**src/design/gnd_pkg.sv**
```systemverilog
// ----------------------------------------------------------------------------
// gnd_pkg
// Shared types, constants and constant tables of the note dispenser: request
// and result beats, the job passed from front end to back end, and the
// reciprocal tables for the greedy division steps.
// ----------------------------------------------------------------------------
package gnd_pkg;

    // note count storage width
    localparam int COUNT_WIDTH = 16;

    localparam int NOTE_KINDS  = 4;
    localparam int IDX_W       = $clog2(NOTE_KINDS);
    localparam int AMT_W       = 28;
    localparam int ADD_W       = 16;
    localparam int PLAN_W      = 16;
    localparam int OP_W        = 2;
    localparam int STATUS_W    = 2;

    // amounts in hundreds: 2^28 / 100 fits in 22 bits
    localparam int REST_W      = 22;

    // note index order: largest face first
    localparam logic [IDX_W-1:0] NOTE_2000 = IDX_W'(0);
    localparam logic [IDX_W-1:0] NOTE_500  = IDX_W'(1);
    localparam logic [IDX_W-1:0] NOTE_200  = IDX_W'(2);
    localparam logic [IDX_W-1:0] NOTE_100  = IDX_W'(3);
    localparam logic [IDX_W-1:0] LAST_NOTE = IDX_W'(NOTE_KINDS - 1);

    // face values, full and in hundreds
    localparam int FACE_W      = 11;
    localparam int FACE_H_W    = 5;
    localparam logic [6:0] NOTE_UNIT = 7'd100;

    // exact division by 100 of a 28-bit amount: (x * m) >> 35
    localparam int DIV100_MUL_W = 29;
    localparam logic [DIV100_MUL_W-1:0] DIV100_MUL = 29'd343597384;
    localparam int DIV100_SHIFT = 35;
    localparam int DIV100_PROD_W = AMT_W + DIV100_MUL_W;

    // exact division of a 22-bit rest by the face in hundreds
    localparam int RECIP_W     = 23;
    localparam int RECIP_PROD_W = REST_W + RECIP_W;
    localparam int SHIFT_W     = 5;

    // widths for compares and sums that mix counts and rests
    localparam int CMP_W  = (REST_W > COUNT_WIDTH) ? REST_W : COUNT_WIDTH;
    localparam int SAT_W  = ((COUNT_WIDTH > ADD_W) ? COUNT_WIDTH : ADD_W) + 1;
    localparam int TAKE_PROD_W = COUNT_WIDTH + FACE_H_W;
    localparam int ACC_W  = (COUNT_WIDTH + FACE_W + 2 > AMT_W + 1) ?
                            (COUNT_WIDTH + FACE_W + 2) : (AMT_W + 1);

    localparam logic [AMT_W-1:0]       TOTAL_MAX = '1;
    localparam logic [COUNT_WIDTH-1:0] COUNT_MAX = '1;

    // hand-off queue
    localparam int QUEUE_DEPTH = 2;
    localparam int Q_PTR_W     = $clog2(QUEUE_DEPTH);
    localparam int Q_CNT_W     = $clog2(QUEUE_DEPTH + 1);

    typedef enum logic [OP_W-1:0] {
        OP_DISPENSE = 2'd0,
        OP_QUERY    = 2'd1,
        OP_REFILL   = 2'd2
    } t_op;

    typedef enum logic [STATUS_W-1:0] {
        ST_OK       = 2'd0,
        ST_NOT_MULT = 2'd1,
        ST_EXCEEDS  = 2'd2,
        ST_NO_COMBO = 2'd3
    } t_status;

    typedef enum logic [1:0] {
        F_IDLE,
        F_DIV,
        F_CHECK
    } t_front_state;

    typedef enum logic [2:0] {
        B_IDLE,
        B_DIV,
        B_TAKE,
        B_CHECK,
        B_UPDATE,
        B_SUM,
        B_EMIT
    } t_back_state;

    typedef struct packed {
        logic [OP_W-1:0]  operation;
        logic [AMT_W-1:0] amount;
        logic [ADD_W-1:0] add_hundreds;
        logic [ADD_W-1:0] add_two_hundreds;
        logic [ADD_W-1:0] add_five_hundreds;
        logic [ADD_W-1:0] add_two_thousands;
    } t_req;

    typedef struct packed {
        logic [STATUS_W-1:0] status;
        logic [PLAN_W-1:0]   out_two_thousands;
        logic [PLAN_W-1:0]   out_five_hundreds;
        logic [PLAN_W-1:0]   out_two_hundreds;
        logic [PLAN_W-1:0]   out_hundreds;
        logic [AMT_W-1:0]    cash_total;
    } t_res;

    // classified request, front end to back end
    typedef struct packed {
        logic [OP_W-1:0]                  op;
        t_status                          status;
        logic [REST_W-1:0]                rest;
        logic [NOTE_KINDS-1:0][ADD_W-1:0] adds;
    } t_job;

    function automatic logic [FACE_W-1:0] note_face(input logic [IDX_W-1:0] idx);
        logic [FACE_W-1:0] face;
        unique case (idx)
            NOTE_2000: face = 11'd2000;
            NOTE_500:  face = 11'd500;
            NOTE_200:  face = 11'd200;
            default:   face = 11'd100;
        endcase
        return face;
    endfunction

    function automatic logic [FACE_H_W-1:0] note_face_h(input logic [IDX_W-1:0] idx);
        logic [FACE_H_W-1:0] face;
        unique case (idx)
            NOTE_2000: face = 5'd20;
            NOTE_500:  face = 5'd5;
            NOTE_200:  face = 5'd2;
            default:   face = 5'd1;
        endcase
        return face;
    endfunction

    // reciprocal multiplier, exact for every 22-bit rest
    function automatic logic [RECIP_W-1:0] note_recip(input logic [IDX_W-1:0] idx);
        logic [RECIP_W-1:0] m;
        unique case (idx)
            NOTE_2000: m = 23'd6710887;
            NOTE_500:  m = 23'd6710887;
            NOTE_200:  m = 23'd4194305;
            default:   m = 23'd4194305;
        endcase
        return m;
    endfunction

    function automatic logic [SHIFT_W-1:0] note_shift(input logic [IDX_W-1:0] idx);
        logic [SHIFT_W-1:0] s;
        unique case (idx)
            NOTE_2000: s = 5'd27;
            NOTE_500:  s = 5'd25;
            NOTE_200:  s = 5'd23;
            default:   s = 5'd22;
        endcase
        return s;
    endfunction

endpackage

```
**src/design/gnd_back.sv**
```systemverilog
// ----------------------------------------------------------------------------
// gnd_back
// Back end: holds the note stock and cash total, builds the greedy plan one
// denomination at a time on a shared reciprocal multiplier, applies
// dispense or refill, re-totals the stock and issues the result beat.
// ----------------------------------------------------------------------------
module gnd_back
    import gnd_pkg::*;
(
    input  logic              i_clk,
    input  logic              i_rst_n,
    input  t_job              i_job,
    input  logic              i_empty,
    output logic              o_pop,
    output logic              o_busy,
    output logic              o_done,
    output t_res              o_res,
    output logic [AMT_W-1:0]  o_total
);

    t_back_state r_state, n_state;

    logic [COUNT_WIDTH-1:0]           r_stock [NOTE_KINDS];
    logic [AMT_W-1:0]                 r_total;
    logic [COUNT_WIDTH-1:0]           r_plan  [NOTE_KINDS];
    logic [OP_W-1:0]                  r_op;
    t_status                          r_status;
    logic [REST_W-1:0]                r_rest;
    logic [REST_W-1:0]                r_want;
    logic [NOTE_KINDS-1:0][ADD_W-1:0] r_adds;
    logic [IDX_W-1:0]                 r_idx;
    logic [ACC_W-1:0]                 r_acc;

    logic [COUNT_WIDTH-1:0]  stock_rd;
    logic [RECIP_PROD_W-1:0] div_prod;
    logic [COUNT_WIDTH-1:0]  take;
    logic [TAKE_PROD_W-1:0]  take_prod;
    logic [ACC_W-1:0]        acc_next;
    logic                    job_plans;

    assign stock_rd  = r_stock[r_idx];
    assign job_plans = ((i_job.op == OP_DISPENSE) || (i_job.op == OP_QUERY))
                       && (i_job.status == ST_OK);

    // state register
    always_ff @(posedge i_clk) begin
        if (!i_rst_n) begin
            r_state <= B_IDLE;
        end else begin
            r_state <= n_state;
        end
    end

    // next state
    always_comb begin
        n_state = r_state;
        unique case (r_state)
            B_IDLE: begin
                if (!i_empty) begin
                    if (i_job.op == OP_REFILL) n_state = B_UPDATE;
                    else if (job_plans)        n_state = B_DIV;
                    else                       n_state = B_EMIT;
                end
            end
            B_DIV:  n_state = B_TAKE;
            B_TAKE: n_state = (r_idx == LAST_NOTE) ? B_CHECK : B_DIV;
            B_CHECK: begin
                if (r_rest != '0)              n_state = B_EMIT;
                else if (r_op == OP_DISPENSE)  n_state = B_UPDATE;
                else                           n_state = B_EMIT;
            end
            B_UPDATE: n_state = B_SUM;
            B_SUM:    n_state = (r_idx == LAST_NOTE) ? B_EMIT : B_SUM;
            B_EMIT:   n_state = B_IDLE;
            default:  n_state = B_IDLE;
        endcase
    end

    // state outputs
    always_comb begin
        o_pop  = (r_state == B_IDLE) && !i_empty;
        o_busy = (r_state != B_IDLE);
        o_done = (r_state == B_EMIT);
    end

    // greedy step arithmetic
    assign div_prod = RECIP_PROD_W'(r_rest) * RECIP_PROD_W'(note_recip(r_idx));

    always_comb begin
        if (CMP_W'(r_want) < CMP_W'(stock_rd)) begin
            take = COUNT_WIDTH'(r_want);
        end else begin
            take = stock_rd;
        end
    end

    assign take_prod = TAKE_PROD_W'(take) * TAKE_PROD_W'(note_face_h(r_idx));

    // re-total accumulation
    assign acc_next = r_acc + ACC_W'(ACC_W'(stock_rd) * ACC_W'(note_face(r_idx)));

    // control-side registers
    always_ff @(posedge i_clk) begin
        if (!i_rst_n) begin
            r_idx <= '0;
        end else begin
            unique case (r_state)
                B_IDLE:   r_idx <= '0;
                B_TAKE:   r_idx <= r_idx + 1'b1;
                B_UPDATE: r_idx <= '0;
                B_SUM:    r_idx <= r_idx + 1'b1;
                default:  r_idx <= r_idx;
            endcase
        end
    end

    // stock and cash total
    always_ff @(posedge i_clk) begin
        if (!i_rst_n) begin
            for (int i = 0; i < NOTE_KINDS; i++) r_stock[i] <= '0;
            r_total <= '0;
        end else begin
            if (r_state == B_UPDATE) begin
                for (int i = 0; i < NOTE_KINDS; i++) begin
                    logic [SAT_W-1:0] sum;
                    sum = SAT_W'(r_stock[i]) + SAT_W'(r_adds[i]);
                    if (r_op == OP_REFILL) begin
                        r_stock[i] <= (sum > SAT_W'(COUNT_MAX)) ? COUNT_MAX
                                                                : COUNT_WIDTH'(sum);
                    end else begin
                        r_stock[i] <= r_stock[i] - r_plan[i];
                    end
                end
            end
            if ((r_state == B_SUM) && (r_idx == LAST_NOTE)) begin
                r_total <= (acc_next > ACC_W'(TOTAL_MAX)) ? TOTAL_MAX
                                                          : AMT_W'(acc_next);
            end
        end
    end

    // job and plan registers
    always_ff @(posedge i_clk) begin
        unique case (r_state)
            B_IDLE: begin
                r_op     <= i_job.op;
                r_status <= i_job.status;
                r_rest   <= i_job.rest;
                r_adds   <= i_job.adds;
                for (int i = 0; i < NOTE_KINDS; i++) r_plan[i] <= '0;
            end
            B_DIV: begin
                r_want <= REST_W'(div_prod >> note_shift(r_idx));
            end
            B_TAKE: begin
                r_plan[r_idx] <= take;
                r_rest        <= r_rest - REST_W'(take_prod);
            end
            B_CHECK: begin
                if (r_rest != '0) begin
                    r_status <= ST_NO_COMBO;
                    for (int i = 0; i < NOTE_KINDS; i++) r_plan[i] <= '0;
                end
            end
            B_UPDATE: begin
                r_acc <= '0;
            end
            B_SUM: begin
                r_acc <= acc_next;
            end
            default: begin
                r_rest <= r_rest;
            end
        endcase
    end

    // result beat
    always_comb begin
        o_res.status            = r_status;
        o_res.out_two_thousands = PLAN_W'(r_plan[NOTE_2000]);
        o_res.out_five_hundreds = PLAN_W'(r_plan[NOTE_500]);
        o_res.out_two_hundreds  = PLAN_W'(r_plan[NOTE_200]);
        o_res.out_hundreds      = PLAN_W'(r_plan[NOTE_100]);
        o_res.cash_total        = r_total;
    end

    assign o_total = r_total;

    a_rest_shrinks: assert property (@(posedge i_clk) disable iff (!i_rst_n)
        (r_state == B_TAKE) |=> (r_rest <= $past(r_rest)))
        else $error("greedy rest grew after a take step");

    a_leftover_fails: assert property (@(posedge i_clk) disable iff (!i_rst_n)
        (r_state == B_CHECK && r_rest != '0) |=>
            (r_state == B_EMIT && r_status == ST_NO_COMBO))
        else $error("leftover rest not reported as failure");

endmodule

```
**config.mk**
```make
export PLATFORM = sky130hd
export DESIGN_NAME = gnd_back
export DESIGN_NICKNAME = d
export VERILOG_FILES = /design/src/design/gnd_pkg.sv /design/src/design/gnd_back.sv
export SDC_FILE = /design/constraint.sdc
export NUM_CORES = 2
export LEC_CHECK = 0
export BUFFER_PORTS_ARGS = -buffer_cell sky130_fd_sc_hd__buf_2
export CAP_MARGIN = 0
export CORE_AREA = 8 8 287 289
export DETAILED_ROUTE_END_ITERATION = 16
export DIE_AREA = 0 0 295 297
export GPL_TIMING_DRIVEN = 0
export PLACE_DENSITY = 0.6
export REMOVE_ABC_BUFFERS = 1
export SYNTH_ARGS = -nofsm -noshare
export SYNTH_HDL_FRONTEND = slang
export SYNTH_SLANG_ARGS = --single-unit
```
**constraint.sdc**
```tcl
create_clock -name i_clk -period 14.11 [get_ports i_clk]
set_clock_uncertainty 0.1 [all_clocks]
set_input_delay 0.7055 -clock i_clk [delete_from_list [all_inputs] [get_ports i_clk]]
set_output_delay 0.7055 -clock i_clk [all_outputs]
set_load 0.1 [all_outputs]
```
* After elaboration in Yosys (flattened, before gate mapping)
Memory sizes are Yosys's and may differ from the RTL's. A register that Yosys moved wholly into a read port is not among the register bits. Cells that the tools add are included.
Word-level totals: memories kept 2, bits in writable memories 128, output and inout bits 125, flip-flop bits (word level) 174
Memories:
- r_plan | depth 4, width 16, rd ports 4, clocked after memory_dff 0, write ports 4, line gnd_back.sv:25 | logic [COUNT_WIDTH-1:0] r_plan [NOTE_KINDS];
- r_stock | depth 4, width 16, rd ports 5, clocked after memory_dff 1, write ports 4, line gnd_back.sv:23 | logic [COUNT_WIDTH-1:0] r_stock [NOTE_KINDS];
Cells by class: multiply operators 3, $add $sub $neg 11, equality and inequality tests 14, shift operators 1, bitwise gates (word level) 12, magnitude comparators 6, muxes and demuxes 57, reductions and logical operators 21
Operators with widths (count):
- 2-to-1 mux 16 bit | 18
- adder 16 x 16 -> 17 bit | 4
- greater-than comparator 17 x 16 -> 1 bit (second input constant) | 4
- subtractor 16 bit | 4
- case mux 29 bit (2 select lines) | 1
- multiplier 22 x 23 -> 45 bit | 1
- right shift 45 x 5 -> 22 bit | 1
- case mux 22 bit (2 select lines) | 1
- case mux 11 bit (3 select lines) | 1
- adder 29 x 27 -> 29 bit | 1
- greater-than comparator 29 x 28 -> 1 bit (second input constant) | 1
- 2-to-1 mux 28 bit | 1
- multiplier 16 x 11 -> 27 bit | 1
- less-than comparator 22 x 16 -> 1 bit | 1
- 2-to-1 mux 22 bit | 1
- nonzero test 22 bit | 1
- subtractor 22 x 21 -> 22 bit | 1
- multiplier 16 x 5 -> 21 bit | 1
- case mux 3 bit (6 select lines) | 1
- 2-to-1 mux 1 bit | 17
- 2-to-1 mux 2 bit | 8
- OR reduction 16 bit | 1
- case mux 5 bit (3 select lines) | 1
- bitwise OR 1 bit | 12
- 20 further kinds | 41

* Longest topological paths before layout
depth after elaboration 7, depth in mapped cells 33, depth with buffers taken out 30

* Worst setup path before layout
Ideal clock, no wire load.
path kind reg-to-reg, from register r_idx[0], to register r_want[9] (data pin), slack 5617 ps, clock period less this slack 8493 ps, cell stages (with the launch flop) 34, required time 13756 ps, setup time 254 ps, arrival time 8139 ps, path through dfxtp_1 inv_1 ha_1 or2_2 clkbuf_1 buf_1 nand2_1 inv_1 ha_1 inv_1 fa_1 inv_1 fa_1 inv_1 fa_1 inv_1 fa_1 fa_1 inv_1 fa_1 inv_1 ha_1 buf_6 a21o_1 a21o_1 a211oi_2 nand4_4 nand3_2 a31oi_1 a221o_1 xor2_1 mux4_2 mux2i_4 o2bb2a_4
On the way: word-level cells in the longest chain between the ends 5
Ends and longest elaborated chain:
- start, declared | line gnd_back.sv:31 | logic [IDX_W-1:0] r_idx;
- start signal, assigned | line gnd_back.sv:109 | B_TAKE: r_idx <= r_idx + 1'b1;
- start signal, assigned | line gnd_back.sv:111 | B_SUM: r_idx <= r_idx + 1'b1;
- start signal, assigned | line gnd_back.sv:112 | default: r_idx <= r_idx;
- == test 2 x 1 -> 1 bit / zero test 2 bit (equally long branches) | line gnd_pkg.sv:141, gnd_pkg.sv:152
- OR reduction 2 bit (no source line)
- 2-to-1 mux 22 bit | line gnd_pkg.sv:141 | unique case (idx)
- multiplier 22 x 23 -> 45 bit | line gnd_back.sv:87 | assign div_prod = RECIP_PROD_W'(r_rest) * RECIP_PROD_W'(note_recip(r_idx));
- right shift 45 x 5 -> 22 bit * | line gnd_back.sv:153 | r_want <= REST_W'(div_prod >> note_shift(r_idx));
- end signal, assigned | line gnd_back.sv:153
- end, declared | line gnd_back.sv:29 | logic [REST_W-1:0] r_want;
Every way passes the cells marked *; elsewhere a longest branch is shown, timed or not. The select of a mux whose other input is x is not followed. A chain may end at the register's enable or synchronous reset.

* Worst setup path after layout
from register r_idx[0], to register r_total[1] (netlist: o_total[1])
On the way: word-level cells in the longest chain between the ends 6
Ends and longest elaborated chain:
- == test 2 bit (tied with other cells) | line gnd_pkg.sv:118 | unique case (idx)
- case mux 11 bit (3 select lines) | line gnd_pkg.sv:118
- multiplier 16 x 11 -> 27 bit | line gnd_back.sv:100 | assign acc_next = r_acc + ACC_W'(ACC_W'(stock_rd) * ACC_W'(note_face(r_idx)));
- adder 29 x 27 -> 29 bit | line gnd_back.sv:100
- greater-than comparator 29 x 28 -> 1 bit | line gnd_back.sv:136 | r_total <= (acc_next > ACC_W'(TOTAL_MAX)) ? TOTAL_MAX
- 2-to-1 mux 28 bit | line gnd_back.sv:136
- end signal, assigned | line gnd_back.sv:136
- end, declared | line gnd_back.sv:24 | logic [AMT_W-1:0] r_total;
Several ways; a longest one is shown, not always the timed one.

==> summary.md <==
| Metric | Value |
|---|---|
| Largest net degree at the start of global routing | 67 |
| Routability congestion estimate | slightly above 0.9 |
| Worst-path fanout max | 36 |
| Top cell type's share of synthesized area | between 20% and 30% |
| Chip Width | 295 um |
| Maximum clock rate | just under 0.1 GHz |
| Crit start category | flop |
| GR Util All Layers | a little over a fifth |
| Total wire length | around 95,000 um |
| CP required | between 10 and 15 ns |
| Leading register cell type out of synthesis | edfxtp_1 |
| Setup_tns | 0 ns |
| Root Driver | clkbuf_16 |
| Critical path buffer and inverter count | 6 |
| Slowest cell delay on critical path | roughly 0.92 ns |
| Yosys top cell by area | edfxtp_1 |
| # nets final | between 4,000 and 5,000 |
| Ant. Diodes | 0 |
| Total CTS buffers | 38 |
| Routed Antenna Nets | 0 |
| Min Tclk post-route | 10.21 ns |
| Post-synthesis async set-or-reset flop share | 0% |
| TritonCTS clock tree | yes |
| Post-route DRC | 0 |
| Synthesis-stage register bit count | around 300 |
| Cell variety after synth | 90 |
| Most numerous cell in the Yosys netlist | inv_1 |
| Synthesis Warnings | 0 |
| Slowest CP cell | clkinv_1 |
| FP Rows | roughly 100 |
| Delay-heaviest family, CP | adder cells |
| Core box area | about 78,000 um^2 |
| Number of port buffers | 217 |
| FILL cells | between 7,000 and 8,000 |
| DR iter-0 viols | between 1,500 and 2,000 |
| DR WL/cell | ~20 um |
| Hold Violations, Final | 0 |
| R2R setup slack | around 3.9 ns |
| Period utilization | between 70 and 80% |
| Vias | between 20,000 and 30,000 |
| Vias in the first global route | ~26,000 |
| Worst Path Arrival | between 10 and 15 ns |
| Vias per cell | around 5.4 |
| Cts hold-fix bufs | 0 |
| Final setup fails | 0 |
| Starting Density | 44.4% |
| Hold Crit Class | in -> reg |
| Top post-synthesis cells by area | edfxtp_1 (23%), fa_1 (19%), ha_1 (17%) |
| Worst-Margin Slew | approximately 1.4 ns |
| Top Ports | 218 |
| Die area | approximately 88,000 um^2 |
| Global-route wire length before repair | ~150,000 um |
| Avg Cell Area, Syn | 9.81 um^2 |
| CP most frequent cell | fa_1 |
| Final core utilization | between 40% and 50% |
| Remaining global-route overflow | 0 |
| Share of cells above drive strength 1 | 10.3% |
| Initial antenna violation count | 2 |
| Post-CTS Setup Inserts | 0 |
| Outcome | complete, no violations |
| Clock transition at path regs | 0.07 ns |
| Number of synthesized flops with an enable pin | about 270 |
| Worst setup EP type | flop |
| Area growth syn-to-layout | 10.1% |
| Unrepaired setup endpoints after global routing | no |
| # clock sinks | between 300 and 400 |
| Resize count post-CTS | 0 |
| WS Path Type | reg -> reg |
| Multi-input gate area | around 23,000 um^2 |
| Max-slew violation count | 0 |
| Register area | around 8700 um^2 |
| Clock latency on the worst-skew pair | 0.56 ns |
| Top cells by count, synth | inv_1 (575), ha_1 (473), fa_1 (326) |
| Max-cap viol count | 0 |
| Clock buffer depth | 3 |
| DP HPWL | a little under 80,000 um |
| Slew HR | 6.91% |
| Register area share after synthesis | between 20% and 30% |
| Synthesized cell area | 34,600 um^2 |
| Gate Count Post-Synth | 3,525 |
| # H-tree levels | 2 |
| Die height | 297 um |
| 1st-pass router iterations | 5 |
## layout by cell type, fill, tap and decap left out, types with 29 or more instances in the layout
master     netlist  layout
a21o_1          45      45
a21oi_1        151     151
a221oi_1        58      58
a31oi_1         50      50
and2_1          51      51
buf_2            3     217
clkbuf_16        0      39
dfxtp_1         34      33
edfxtp_1       267     267
fa_1           326     326
ha_1           473     471
inv_1          575     574
mux2i_1         42      36
nand2_1        189     186
nand3_1         43      43
nor2_1         288     283
nor2b_1         54      52
nor3_1          64      63
o21a_1          32      32
o21ai_0        121     121
o21bai_1        29      29
xnor2_1        102     102
xor2_1          63      63
## through the flow
stage,hold WS [ns],instance area [um^2],setup WS [ns],std cells
floorplan,0.426,34000,4.78,3395
global placement,0.427,36400,1.28,4662
detailed placement,0.439,36700,4.09,4676
CTS,0.187,38000,4.08,4744
global route,0.202,38100,3.43,4746
finish,0.221,38100,3.90,4746
## cell families after synthesis
logic type / share of synthesized area [%]
AO/OA/AOI/OAI: 13.1
XOR/XNOR: 4.23
adder cells (fa/ha/maj): 36.0
buffers and inverters: 8.03
flip-flops: 25.2
multiplexers: 2.36
AND/OR/NAND/NOR: 11.1
## worst paths after layout
path	startpoint	to	depth (start not counted)
max	r_idx[0]	o_total[1]	26
min reg2reg	o_total[1]	o_total[1]	1
max reg2reg	r_idx[0]	o_total[1]	26
min	i_job[38]	r_adds[38]	1
## layout make-up
class | instances | area share, %
multi-input combinational | 2517 | 61.0
clock inverter | 22 | 0.828
clock buffer | 46 | 2.66
tap | 1050 | 3.45
sequential | 301 | 22.9
timing repair buffer | 233 | 3.52
inverter | 577 | 5.70
## sequential cells by signal (all words and copies together) (netlist names), named ones only
name and cells:
r_status 2, r_state 3, r_idx 2, r_op 2
r_adds 64, r_acc 27, r_rest 22, o_total 27
r_plan 64, r_stock 64, r_want 22
## per-layer routing
metal | vias to the layer above | track usage, % | share of wire [%]
met5 | - | 0 | 0
met4 | 0 | 6.25 | 3.0
met3 | 113 | 2.28 | 5.0
met2 | 668 | 35.8 | 48
met1 | 12600 | 29.1 | 44
li1 | 12400 | - | -
Power is left out: the tool's default activity adds up to more than one toggle a clock period on the data nets, which glitch-free logic cannot reach.
