## src/design/gnd_pkg.sv

```systemverilog
// ----------------------------------------------------------------------------
// gnd_pkg
// Shared types, constants and constant tables of the note dispenser: request
// and result beats, the job passed from front end to back end, and the
// reciprocal tables for the greedy division steps.
// ----------------------------------------------------------------------------
package gnd_pkg;

    // note count storage width
    localparam int COUNT_WIDTH = 16;

    localparam int NOTE_KINDS  = 4;
    localparam int IDX_W       = $clog2(NOTE_KINDS);
    localparam int AMT_W       = 28;
    localparam int ADD_W       = 16;
    localparam int PLAN_W      = 16;
    localparam int OP_W        = 2;
    localparam int STATUS_W    = 2;

    // amounts in hundreds: 2^28 / 100 fits in 22 bits
    localparam int REST_W      = 22;

    // note index order: largest face first
    localparam logic [IDX_W-1:0] NOTE_2000 = IDX_W'(0);
    localparam logic [IDX_W-1:0] NOTE_500  = IDX_W'(1);
    localparam logic [IDX_W-1:0] NOTE_200  = IDX_W'(2);
    localparam logic [IDX_W-1:0] NOTE_100  = IDX_W'(3);
    localparam logic [IDX_W-1:0] LAST_NOTE = IDX_W'(NOTE_KINDS - 1);

    // face values, full and in hundreds
    localparam int FACE_W      = 11;
    localparam int FACE_H_W    = 5;
    localparam logic [6:0] NOTE_UNIT = 7'd100;

    // exact division by 100 of a 28-bit amount: (x * m) >> 35
    localparam int DIV100_MUL_W = 29;
    localparam logic [DIV100_MUL_W-1:0] DIV100_MUL = 29'd343597384;
    localparam int DIV100_SHIFT = 35;
    localparam int DIV100_PROD_W = AMT_W + DIV100_MUL_W;

    // exact division of a 22-bit rest by the face in hundreds
    localparam int RECIP_W     = 23;
    localparam int RECIP_PROD_W = REST_W + RECIP_W;
    localparam int SHIFT_W     = 5;

    // widths for compares and sums that mix counts and rests
    localparam int CMP_W  = (REST_W > COUNT_WIDTH) ? REST_W : COUNT_WIDTH;
    localparam int SAT_W  = ((COUNT_WIDTH > ADD_W) ? COUNT_WIDTH : ADD_W) + 1;
    localparam int TAKE_PROD_W = COUNT_WIDTH + FACE_H_W;
    localparam int ACC_W  = (COUNT_WIDTH + FACE_W + 2 > AMT_W + 1) ?
                            (COUNT_WIDTH + FACE_W + 2) : (AMT_W + 1);

    localparam logic [AMT_W-1:0]       TOTAL_MAX = '1;
    localparam logic [COUNT_WIDTH-1:0] COUNT_MAX = '1;

    // hand-off queue
    localparam int QUEUE_DEPTH = 2;
    localparam int Q_PTR_W     = $clog2(QUEUE_DEPTH);
    localparam int Q_CNT_W     = $clog2(QUEUE_DEPTH + 1);

    typedef enum logic [OP_W-1:0] {
        OP_DISPENSE = 2'd0,
        OP_QUERY    = 2'd1,
        OP_REFILL   = 2'd2
    } t_op;

    typedef enum logic [STATUS_W-1:0] {
        ST_OK       = 2'd0,
        ST_NOT_MULT = 2'd1,
        ST_EXCEEDS  = 2'd2,
        ST_NO_COMBO = 2'd3
    } t_status;

    typedef enum logic [1:0] {
        F_IDLE,
        F_DIV,
        F_CHECK
    } t_front_state;

    typedef enum logic [2:0] {
        B_IDLE,
        B_DIV,
        B_TAKE,
        B_CHECK,
        B_UPDATE,
        B_SUM,
        B_EMIT
    } t_back_state;

    typedef struct packed {
        logic [OP_W-1:0]  operation;
        logic [AMT_W-1:0] amount;
        logic [ADD_W-1:0] add_hundreds;
        logic [ADD_W-1:0] add_two_hundreds;
        logic [ADD_W-1:0] add_five_hundreds;
        logic [ADD_W-1:0] add_two_thousands;
    } t_req;

    typedef struct packed {
        logic [STATUS_W-1:0] status;
        logic [PLAN_W-1:0]   out_two_thousands;
        logic [PLAN_W-1:0]   out_five_hundreds;
        logic [PLAN_W-1:0]   out_two_hundreds;
        logic [PLAN_W-1:0]   out_hundreds;
        logic [AMT_W-1:0]    cash_total;
    } t_res;

    // classified request, front end to back end
    typedef struct packed {
        logic [OP_W-1:0]                  op;
        t_status                          status;
        logic [REST_W-1:0]                rest;
        logic [NOTE_KINDS-1:0][ADD_W-1:0] adds;
    } t_job;

    function automatic logic [FACE_W-1:0] note_face(input logic [IDX_W-1:0] idx);
        logic [FACE_W-1:0] face;
        unique case (idx)
            NOTE_2000: face = 11'd2000;
            NOTE_500:  face = 11'd500;
            NOTE_200:  face = 11'd200;
            default:   face = 11'd100;
        endcase
        return face;
    endfunction

    function automatic logic [FACE_H_W-1:0] note_face_h(input logic [IDX_W-1:0] idx);
        logic [FACE_H_W-1:0] face;
        unique case (idx)
            NOTE_2000: face = 5'd20;
            NOTE_500:  face = 5'd5;
            NOTE_200:  face = 5'd2;
            default:   face = 5'd1;
        endcase
        return face;
    endfunction

    // reciprocal multiplier, exact for every 22-bit rest
    function automatic logic [RECIP_W-1:0] note_recip(input logic [IDX_W-1:0] idx);
        logic [RECIP_W-1:0] m;
        unique case (idx)
            NOTE_2000: m = 23'd6710887;
            NOTE_500:  m = 23'd6710887;
            NOTE_200:  m = 23'd4194305;
            default:   m = 23'd4194305;
        endcase
        return m;
    endfunction

    function automatic logic [SHIFT_W-1:0] note_shift(input logic [IDX_W-1:0] idx);
        logic [SHIFT_W-1:0] s;
        unique case (idx)
            NOTE_2000: s = 5'd27;
            NOTE_500:  s = 5'd25;
            NOTE_200:  s = 5'd23;
            default:   s = 5'd22;
        endcase
        return s;
    endfunction

endpackage

```

## src/design/gnd_queue.sv

```systemverilog
// ----------------------------------------------------------------------------
// gnd_queue
// Small job queue between front end and back end.
// ----------------------------------------------------------------------------
module gnd_queue
    import gnd_pkg::*;
(
    input  logic i_clk,
    input  logic i_rst_n,
    input  logic i_push,
    input  t_job i_job,
    input  logic i_pop,
    output t_job o_job,
    output logic o_full,
    output logic o_empty
);

    t_job               r_slot [QUEUE_DEPTH];
    logic [Q_PTR_W-1:0] r_wr_ptr;
    logic [Q_PTR_W-1:0] r_rd_ptr;
    logic [Q_CNT_W-1:0] r_count;

    assign o_full  = (r_count == Q_CNT_W'(QUEUE_DEPTH));
    assign o_empty = (r_count == '0);
    assign o_job   = r_slot[r_rd_ptr];

    // pointers and fill count
    always_ff @(posedge i_clk) begin
        if (!i_rst_n) begin
            r_wr_ptr <= '0;
            r_rd_ptr <= '0;
            r_count  <= '0;
        end else begin
            if (i_push) r_wr_ptr <= r_wr_ptr + 1'b1;
            if (i_pop)  r_rd_ptr <= r_rd_ptr + 1'b1;
            case ({i_push, i_pop})
                2'b10:   r_count <= r_count + 1'b1;
                2'b01:   r_count <= r_count - 1'b1;
                default: r_count <= r_count;
            endcase
        end
    end

    // slot storage
    always_ff @(posedge i_clk) begin
        if (i_push) r_slot[r_wr_ptr] <= i_job;
    end

    a_no_overflow: assert property (@(posedge i_clk) disable iff (!i_rst_n)
        i_push |-> !o_full)
        else $error("job pushed into full queue");

    a_no_underflow: assert property (@(posedge i_clk) disable iff (!i_rst_n)
        i_pop |-> !o_empty)
        else $error("job popped from empty queue");

endmodule

```

## config.mk

```make
export PLATFORM = sky130hd
export DESIGN_NAME = gnd_queue
export DESIGN_NICKNAME = d
export VERILOG_FILES = /design/src/design/gnd_pkg.sv /design/src/design/gnd_queue.sv
export SDC_FILE = /design/constraint.sdc
export NUM_CORES = 1
export LEC_CHECK = 0
export BUFFER_PORTS_ARGS = -buffer_cell sky130_fd_sc_hd__buf_2
export CAP_MARGIN = 20
export CELL_PAD_IN_SITES_DETAIL_PLACEMENT = 1
export CELL_PAD_IN_SITES_GLOBAL_PLACEMENT = 1
export CORE_UTILIZATION = 47
export DETAILED_ROUTE_END_ITERATION = 6
export GPL_TIMING_DRIVEN = 0
export PLACE_DENSITY_LB_ADDON = 0.12
export SYNTH_ARGS = -nofsm -noshare
export SYNTH_HDL_FRONTEND = slang
export SYNTH_SLANG_ARGS = --single-unit
```

## constraint.sdc

```tcl
create_clock -name i_clk -period 10.25 [get_ports i_clk]
set_input_delay 1.025 -clock i_clk [delete_from_list [all_inputs] [get_ports i_clk]]
set_output_delay 1.025 -clock i_clk [all_outputs]
set_load 0.05 [all_outputs]
```

## After elaboration in Yosys (flattened, before gate mapping)

Memories as Yosys holds them, arrays and structs flattened. A register that Yosys moved wholly into a read port is not among the register bits.
Index checks and enable logic that the tools add are counted.

| storage, ports and cells | value |
|---|---|
| input bits | 94 |
| output and inout bits | 92 |
| bits in writable memories | 180 |
| register bits | 4 |
| word-level logic and storage cells | 18 |
| memories | 1 |

| operators by class | value |
|---|---|
| reduce and logical (&&, ||, !) cells | 2 |
| $add $sub $neg | 4 |
| multiplexer cells | 5 |
| equality and inequality tests | 3 |

Memory list:

| name | words | width | rd ports | clocked after Yosys merged registers in | write ports | RTL line | source |
|---|---|---|---|---|---|---|---|
| r_slot | 2 | 90 | 1 | 1 | 1 | gnd_queue.sv:18 | `t_job r_slot [QUEUE_DEPTH];` |

Operators by type and width:

| operator | count |
|---|---|
| $eq A2 B2 Y1 const B | 2 |
| $mux W1 | 4 |
| $pmux W2 S2 | 1 |
| $add A1 B1 Y1 const B | 2 |
| $add A2 B1 Y2 const B | 1 |
| $eq A2 B1 Y1 const B | 1 |
| $logic_not A2 Y1 | 1 |
| $reduce_bool A2 Y1 | 1 |
| $sub A2 B1 Y2 const B | 1 |

## Depth between registers and ports, before layout

Gate-level depths: netlist of the first run.

| depth | value |
|---|---|
| depth in word-level cells | 3 |
| mapped depth | 5 |
| depth with buffers taken out | 5 |

## Worst setup path before layout of the first run

Ideal clock, no wire load.

| timing path | value |
|---|---|
| path type | input to register |
| start | input port i_push |
| end | memory r_slot[0][0] in the netlist's numbering, enable pin |
| cell stages on the path | 2 |
| buffers on the path | 0 |
| setup slack | 4821 ps |
| arrival time | 4886 ps |
| cells stage by stage | inv_1 > nor2_1 |

| on the way | value |
|---|---|
| cells in the longest elaborated chain, start to end | 2 |

Ends and longest elaborated chain:

| item | RTL line | source |
|---|---|---|
| from (decl) | gnd_queue.sv:10 | `input logic i_push,` |
| $mux W1 | gnd_queue.sv:46 | `if (i_push) r_slot[r_wr_ptr] <= i_job;` |
| $mux W1 (not written as such) | gnd_queue.sv:46 |  |
| to (decl) | gnd_queue.sv:18 |  |

Every way passes these cells.

==> metrics, run 1 <==
Seq cells post-synth 185; CP max-delay cell mux2_2; Gates resized, CTS repair 0; Syn Nets slightly below 400; Worst Skew slightly above 0.006 ns; Worst VDD drop around 0.13 mV; CP most frequent cell buf_2; Tot GR Track Use around a fifth; Clk Latency, worst-skew pair between 0.4 and 0.5 ns; hold buffers post-CTS 0; RSZ-0062 raised after global routing no; GR Overflow Total 0; CP required 9.23 ns; top-level I/O count 186; post-CTS setup buffers 0; setup TNS 0 ns; number of global-route vias before repair approximately 3,800; startpoint class of the critical path register; Pwr per Cell Area roughly 210 nW/um^2; crit path kind register to primary output; outcome finished clean; non-filler cells in the finished layout ~700; Final Max Tran Viols 0; Lkg Pwr about 3.2 nW; first-pass GRT wire length 19,800 um; Syn. warnings 0; H-tree depth 4; CTS tree built; Worst Reg-to-Reg Cells 2; Max clock buf depth 2; drt first-iter violations between 150 and 200; routability congestion estimate between 0.6 and 0.7; Reg clk slew, reported paths approximately 0.060 ns; clock sink count between 150 and 200; root buffer cell clkbuf_16; end of the critical path o_job[88]; initial antenna violation count 3; FMAX roughly 350 MHz; routed vias/inst roughly 5; final worst path period share between 20% and 30%; DIE WIDTH approximately 120 um; Mapped Area approximately 6700 sq um; RR Startpoint r_wr_ptr; largest net degree at the start of global routing 59; Hold WC Path Type register to register; Post-Route WL between 10,000 and 15,000 um; R2R Setup Slk 8.66 ns; I/O Buffers around 190; NumNets Final 605; Hold Vio Cnt, Final 0; drt drc 0; cell chain of the critical path buf_2 > buf_2 > mux2_2 > buf_2; vias post-DR between 3,000 and 4,000; ANT nets after route 0; kind of cell adding the most delay to the critical path buffers and inverters; relative slew slack roughly two thirds; DP HPWL 9150 um; sequential share of the synthesized area between 80% and 90%; Initial Util 48.2%; WP buf/inv 3; Crit. End Element primary output; wire per inst between 15 and 20 um; WP data arrival about 1.9 ns; Worst-Margin Slew ~0.5 ns; Distinct cells, synth 16; min cycle time layout ~2.9 ns; Critical R2R Capture r_slot[1][7]; row count between 40 and 50; Area Growth Syn to Fin 27.4%; setup violators final 0; die height around 120 um; Syn Inst Count 302; total die area between 10,000 and 15,000 sq um; 1st-pass router iterations 4; TritonCTS Buffers 17; WP depth 4; syn_area_per_cell roughly 22 sq um; Core ar. around 14,000 sq um; # placed instances approximately 670; Crit Path Max Fanout 10; share of cells above drive strength 1 roughly three fifths; Max Cap Viol 0; crit-path max cell delay about 0.38 ns
state kept, by name, indices dropped and copies added, names as in the netlist, named ones only:
name and cells:
r_rd_ptr 1, r_wr_ptr 1, r_slot 180, r_count 2
through the flow:
step / power, mW / instance area, sq um / hold slack (ns) / utilization (%) / worst slack, ns
after floorplan: 1.11 / 6690 / 0.466 / - / 4.82
after global placement: 1.18 / 7840 / 0.478 / 56.5 / 2.44
after detailed placement: 1.19 / 7940 / 0.527 / 57.2 / 7.79
after CTS: 1.83 / 8510 / 0.537 / 61.3 / 7.30
after global routing: 1.87 / 8510 / 0.574 / 61.3 / 7.25
final: 1.81 / 8520 / 0.539 / 61.4 / 7.37
Yosys cell counts:
| master | number | share of area (%) |
|---|---|---|
| edfxtp_1 | 180 | 81 |
| mux2_2 | 90 | 15 |
| buf_2 | 10 | 0.75 |
| dfxtp_1 | 5 | 1.5 |
| and2_1 | 4 | 0.37 |
| nor2_1 | 2 | 0.11 |
| xnor2_1 | 2 | 0.26 |
| a21boi_1 | 1 | 0.11 |
| and2b_2 | 1 | 0.13 |
| ha_1 | 1 | 0.19 |
| inv_1 | 1 | 0.056 |
| nor2b_1 | 1 | 0.094 |
| o21a_1 | 1 | 0.11 |
| o21ai_0 | 1 | 0.075 |
| or3_1 | 1 | 0.094 |
| xor2_1 | 1 | 0.13 |
per-layer routing:
metal	vias up	track usage, %	share of wire (%)
met5	-	0	0
li1	1615	-	-
met1	1755	19.9	37
met2	111	33.1	54
met3	18	7.00	6.8
met4	0	8.72	2.2
how the worst min path moves through the flow:
stage,from,end,slack (ns),cells after the start
6_report,r_count[1],r_count[1],0.54,2
5_1_grt,r_count[1],r_count[1],0.57,2
4_1_cts,r_count[1],r_count[1],0.54,2
3_5_place_dp,r_count[1],r_count[1],0.53,2
3_3_place_gp,r_count[1],r_count[1],0.48,2
2_1_floorplan,r_count[1],r_count[1],0.47,2
placed cells by master (no fill, tap or decap), types with 3 or more instances in the layout:
cell | netlist | layout
clkbuf_1 | 0 | 3
diode_2 | 0 | 3
buf_2 | 10 | 195
clkinv_1 | 0 | 3
clkinv_2 | 0 | 6
clkbuf_16 | 0 | 17
dfxtp_1 | 5 | 5
and2_1 | 4 | 3
edfxtp_1 | 180 | 180
bufinv_16 | 0 | 3
mux2_2 | 90 | 90
where the power goes:
part           leakage [nW]  switching, mW  total [mW]  internal (mW)
Combinational          1.21          0.205       0.290         0.0850
Sequential             1.73        0.00989       0.883          0.874
Clock                 0.284          0.256       0.634          0.378
Total                  3.22          0.471        1.81           1.34
final cells by class:
class	instances	area, sq um
Multi-Input combinational cell	106	1140
Timing Repair Buffer	189	1020
Inverter	1	3.75
Clock inverter	12	131
Clock buffer	20	437
Sequential cell	185	5510
Fill cell	1303	5360
Antenna cell	3	7.51
Tap cell	180	225
Buffer	10	50.0
worst register-to-register path, cell delays in order (launching register included):
cell     delay [ns]
dfxtp_1        0.39
and2_4         0.49
buf_16         0.35
cell families after synthesis:
logic type / Yosys count / synth area share (%)
xor+xnor: 3 / 0.393
compound gates: 3 / 0.299
flops: 185 / 82.4
fa+ha+maj: 1 / 0.187
mux: 90 / 15.2
buf+inv: 11 / 0.805
simple gates: 9 / 0.805
Power figures use the tool's default switching activity.
==> run 2: changes to the inputs <==
Settings changed: CORE_UTILIZATION 47 to 44.
Clock period 10.25 ns to 2.8 ns, I/O delays scaled along.
==> metrics, run 2 (synthesis gave the netlist of run 1 again) <==
RSZ-0062 raised after global routing no; FMAX 466 MHz; Final Max Tran Viols 0 (unchanged); Tot GR Track Use 17.3% (-1.4 points); Gates resized, CTS repair 0 (unchanged); Area Growth Syn to Fin 28.6%; largest net degree at the start of global routing 50 (-15%); routability congestion estimate 0.672 (-1.8%); H-tree depth 4 (unchanged); Initial Util 45.5% (-2.7 points); met2 Track Usage GR 31.0% (-2.0 points); non-filler cells in the finished layout 707 (+0.14%); die height 125 um (+3.3%); Worst Skew 0.0126 ns (+0.00652 ns); initial antenna violation count 0 (-3); biggest regs r_slot (180), r_count (2); Reg area 5510 sq um (unchanged); drt drc 9 (+9); top-level I/O count 186 (unchanged); NumNets Final 605 (unchanged); setup TNS 0 ns (unchanged); setup violators final 0 (unchanged); 1st-pass router iterations 6 (+2); Layout fillers 1,357 (+4.1%); vias post-DR 3,467 (-0.91%); final worst path period share between 70% and 80%; # placed instances 675 (+0.60%); Max Cap Viol 0 (unchanged); CTS tree built; ANT cells 0 (-3); most frequent cells in the layout 195 x buf_2, 180 x edfxtp_1, 90 x mux2_2; row count 44 (+2.3%); post-CTS setup buffers 0 (unchanged); Worst VDD drop 0.484 mV (+290%); Core ar. 14,700 sq um (+5.9%); number of global-route vias before repair 3,781 (+0.80%); Pwr per Cell Area 800 nW/um^2 (+280%); outcome finished, violations left; failing checks design-rule violations; Crit. End Element primary output; TritonCTS Buffers 17 (unchanged); max FFs per register 180 (unchanged); DP HPWL 8370 um (-8.5%); ANT nets after route 0 (unchanged); Hold WC Path Type input port to register; I/O Buffers 185 (unchanged); Max clock buf depth 2 (unchanged); commonest non-fill, non-tap cell in the layout buf_2; first-pass GRT wire length 19,800 um (about the same); Global Route met3 Usage 6.50% (-0.50 points); wire per inst 18.1 um (-2.9%); DIE WIDTH 125 um (+3.3%); CP required 2.52 ns (-6.71 ns); Hold Vio Cnt, Final 0 (unchanged); hold buffers post-CTS 0 (unchanged); Clk Latency, worst-skew pair 0.43 ns (about the same); drt first-iter violations 152 (-19%); share of cells above drive strength 1 62.0% (+1.1 points); total die area 15,700 sq um (+6.7%); Worst-Margin Slew 0.638 ns (+0.131 ns); Lkg Pwr 3.24 nW (+0.68%); startpoint class of the critical path register; Post-Route WL 12,800 um (-2.7%); min cycle time layout 2.15 ns; multi-input logic area 1140 sq um (unchanged); Reg clk slew, reported paths 0.06 ns (about the same); crit path kind register to primary output; met1 Use GR 18.2% (-1.6 points); Crit Path Max Fanout 10 (unchanged); clock sink count 185 (unchanged); most used routing layer met2; routed vias/inst 4.90 (-1.1%); root buffer cell clkbuf_16; GR Overflow Total 0 (unchanged); relative slew slack 57.4% (-8.7 points); hold slack 0.0346 ns (-0.504 ns); WP data arrival 1.87 ns (+0.02 ns); Reg with most FFs r_slot
## run 2: final timing paths
check	from	slack, ns	cells past startpoint	to
worst max-delay path	register	0.65	4	o_job[1]
worst min-delay path	i_job[53]	0.03	1	r_slot[0][53]
worst max register to register	r_wr_ptr	1.11	2	r_slot[1][2]
worst min register to register	r_count[1]	0.54	2	r_count[1]
## run 2: layer usage
layer	vias to the layer above	share of wire [%]
met3	16	8.1
met4	0	1.5
met5	-	0
met1	1727	36
li1	1608	-
met2	116	54
## run 2: final cells by class
type,count,share of cell area (%)
Buffer,10,0.582
Clock inverter,15,2.62
Clock buffer,17,4.95
Multi-Input combinational cell,106,13.2
Sequential cell,185,64.0
Timing Repair Buffer,189,11.9
Tap cell,184,2.68
Inverter,1,0.0437
## run 2: through the flow
stage          power [mW]  setup slack, ns  util [%]  instance area (sq um)
2_1_floorplan        4.07            0.707         -                   6690
3_5_place_dp         4.36             1.02      54.1                   7950
4_1_cts              6.96            0.572      58.5                   8600
5_1_grt              7.10            0.526      58.5                   8600
3_3_place_gp         4.32           -0.171      53.4                   7850
6_report             6.88            0.654      58.5                   8600
## run 2: power by group
part           leakage (nW)  switching [mW]  internal (mW)
Clock                 0.305            1.00           1.59
Sequential             1.73          0.0345           3.20
Combinational          1.21           0.748          0.311
## run 2: worst max-delay path, stage by stage, from the launching register on
cell     delay, ns
dfxtp_1       0.30
buf_2         0.23
buf_2         0.31
mux2_2        0.38
buf_2         0.22
==> run 3: changes to the inputs <==
Settings changed: CORE_UTILIZATION 44 to 39.
Clock period 2.8 ns to 1.9 ns, I/O delays scaled along.
==> metrics, run 3 (synthesis gave the netlist of run 1 again) <==
vias post-DR 3,785 (+9.2%); Reg with most FFs r_slot; Reg clk slew, reported paths 0.06 ns (about the same); TritonCTS Buffers 17 (unchanged); Area Growth Syn to Fin 45.1%; setup TNS 0 ns (unchanged); Crit. End Element primary output; R2R Setup Slk 0.16 ns (-0.95 ns); H-tree depth 4 (unchanged); 1st-pass router iterations 4 (-2); crit-path max cell delay 0.38 ns (about the same); Max clock buf depth 2 (unchanged); Worst Reg-to-Reg Cells 3 (+1); CP max-delay cell dfxtp_4; Final Max Tran Viols 0 (unchanged); DIE WIDTH 133 um (+6.1%); drt first-iter violations 146 (-3.9%); Initial Util 40.2% (-5.3 points); CTS tree built; I/O Buffers 185 (unchanged); number of global-route vias before repair 4,254 (+13%); FMAX about 550 MHz; Hold WC Path Type input port to register; Worst-Margin Slew 0.887 ns (+0.249 ns); ANT cells 0 (unchanged); Critical R2R Capture r_slot[0][19]; share of cells above drive strength 1 53.1% (-8.9 points); pre-CTS WS 0.0308 ns (-0.989 ns); root buffer cell clkbuf_16; most frequent cells in the layout 180 x edfxtp_1, 151 x buf_2, 90 x mux2_2, 90 x dlygate4sd3_1, 34 x buf_4; hold path startpoint i_rst_n; GR Overflow Total 0 (unchanged); row count 47 (+6.8%); first-pass GRT wire length 21,800 um (+10%); CP required 1.71 ns (-0.81 ns); Crit Path Max Fanout 10 (unchanged); setup violators final 0 (unchanged); final worst path period share a little over nine tenths; cell chain of the critical path clkbuf_16 > buf_8 > mux2_2 > buf_4; WP data arrival 1.64 ns (-0.23 ns); routed vias/inst 4.54 (-7.5%); outcome finished clean; Post-Route WL 13,800 um (+7.6%); final worst setup slack 0.0659 ns (-0.588 ns); max FFs per register 180 (unchanged); Lkg Pwr 3.68 nW (+13%); crit path kind register to primary output; ANT nets after route 0 (unchanged); min cycle time layout between 1.5 and 2 ns; Worst Skew 0.00804 ns (-0.00458 ns); Hold Vio Cnt, Final 0 (unchanged); worst hold stages 2 (+1); Max Cap Viol 0 (unchanged); wire per inst 16.5 um (-8.8%); largest net degree at the start of global routing 48 (-4.0%); drt drc 0 (-9); biggest regs r_slot (180), r_count (2); hold slack 0.0351 ns (+0.000496 ns); initial antenna violation count 0 (unchanged); Clk Latency, worst-skew pair 0.42 ns (about the same); total die area 17,700 sq um (+13%); RSZ-0062 raised after global routing yes; Worst VDD drop 0.586 mV (+21%); Pwr per Cell Area 1040 nW/um^2 (+30%); Core ar. 16,600 sq um (+13%); startpoint class of the critical path register; commonest non-fill, non-tap cell in the layout edfxtp_1; Hold Path Sink r_wr_ptr; Tot GR Track Use 16.5% (-0.89 points); NumNets Final 696 (+15%); routability congestion estimate 0.665 (-1.1%); clock sink count 185 (unchanged); RR Startpoint r_wr_ptr; die height 133 um (+6.1%); relative slew slack 40.7% (-17 points); DP HPWL 8660 um (+3.5%); top-level I/O count 186 (unchanged)
-- run 3: changes by cell type in the layout (fill, tap and decap cells not counted), sizes merged --
cell / delta
dlygate4sd3: +90
clkbuf: +4
clkinvlp: -4
inv: +4
bufinv: -3
-- run 3: cell type report --
cell class	count	area (sq um)
Timing Repair Buffer	280	2040
Clock buffer	20	457
Clock inverter	12	136
Multi-Input combinational cell	106	1140
Tap cell	220	275
Inverter	1	3.75
Buffer	10	145
Fill cell	1517	6940
Sequential cell	185	5510
-- run 3: per-layer routing --
layer  part of all wire, %  GRT usage (%)
met4                   1.7           6.77
met1                    39           17.9
met3                   5.7           5.13
met5                     0              0
met2                    54           29.6
-- run 3: worst max path at each step --
stage	from	end	slack, ns	cells past startpoint
3_5_place_dp	i_push	r_slot[0][20]	0.03	5
4_1_cts	register	o_job[26]	0.001	4
2_1_floorplan	r_wr_ptr	r_slot[0][0]	-0.16	1
3_3_place_gp	i_push	r_slot[0][75]	-1.05	3
5_1_grt	register	o_job[82]	-0.002	4
6_report	register	o_job[48]	0.07	4
-- run 3: repair_timing --
action	4_1_cts	5_1_grt
gates cloned	0	1
setup endpoints to repair	90	90
resized for setup	28	65
hold endpoints to repair	180	0
hold buffers	90	0
setup buffers	0	0
-- run 3: critical path: cells and delay by family (launching register included) --
family,cells,cell delay [ns]
mux,1,0.35
buf+inv,3,0.49
flops,1,0.38
-- run 3: power by group --
group	switching [mW]	internal, mW
clock network	1.49	2.03
registers	0.0552	4.71
logic	1.15	0.676
total	2.69	7.42
-- run 3: metrics by stage --
| stage | std cells | instance area, sq um | utilization (%) | power (mW) |
|---|---|---|---|---|
| final | 834 | 9700 | 58.3 | 10.1 |
| after global routing | 834 | 9700 | 58.3 | 10.4 |
| after CTS | 833 | 9580 | 57.6 | 10.2 |
| after detailed placement | 711 | 8000 | 48.1 | 6.44 |
| after global placement | 707 | 7900 | 47.4 | 6.38 |
| after floorplan | 302 | 6700 | - | 5.99 |
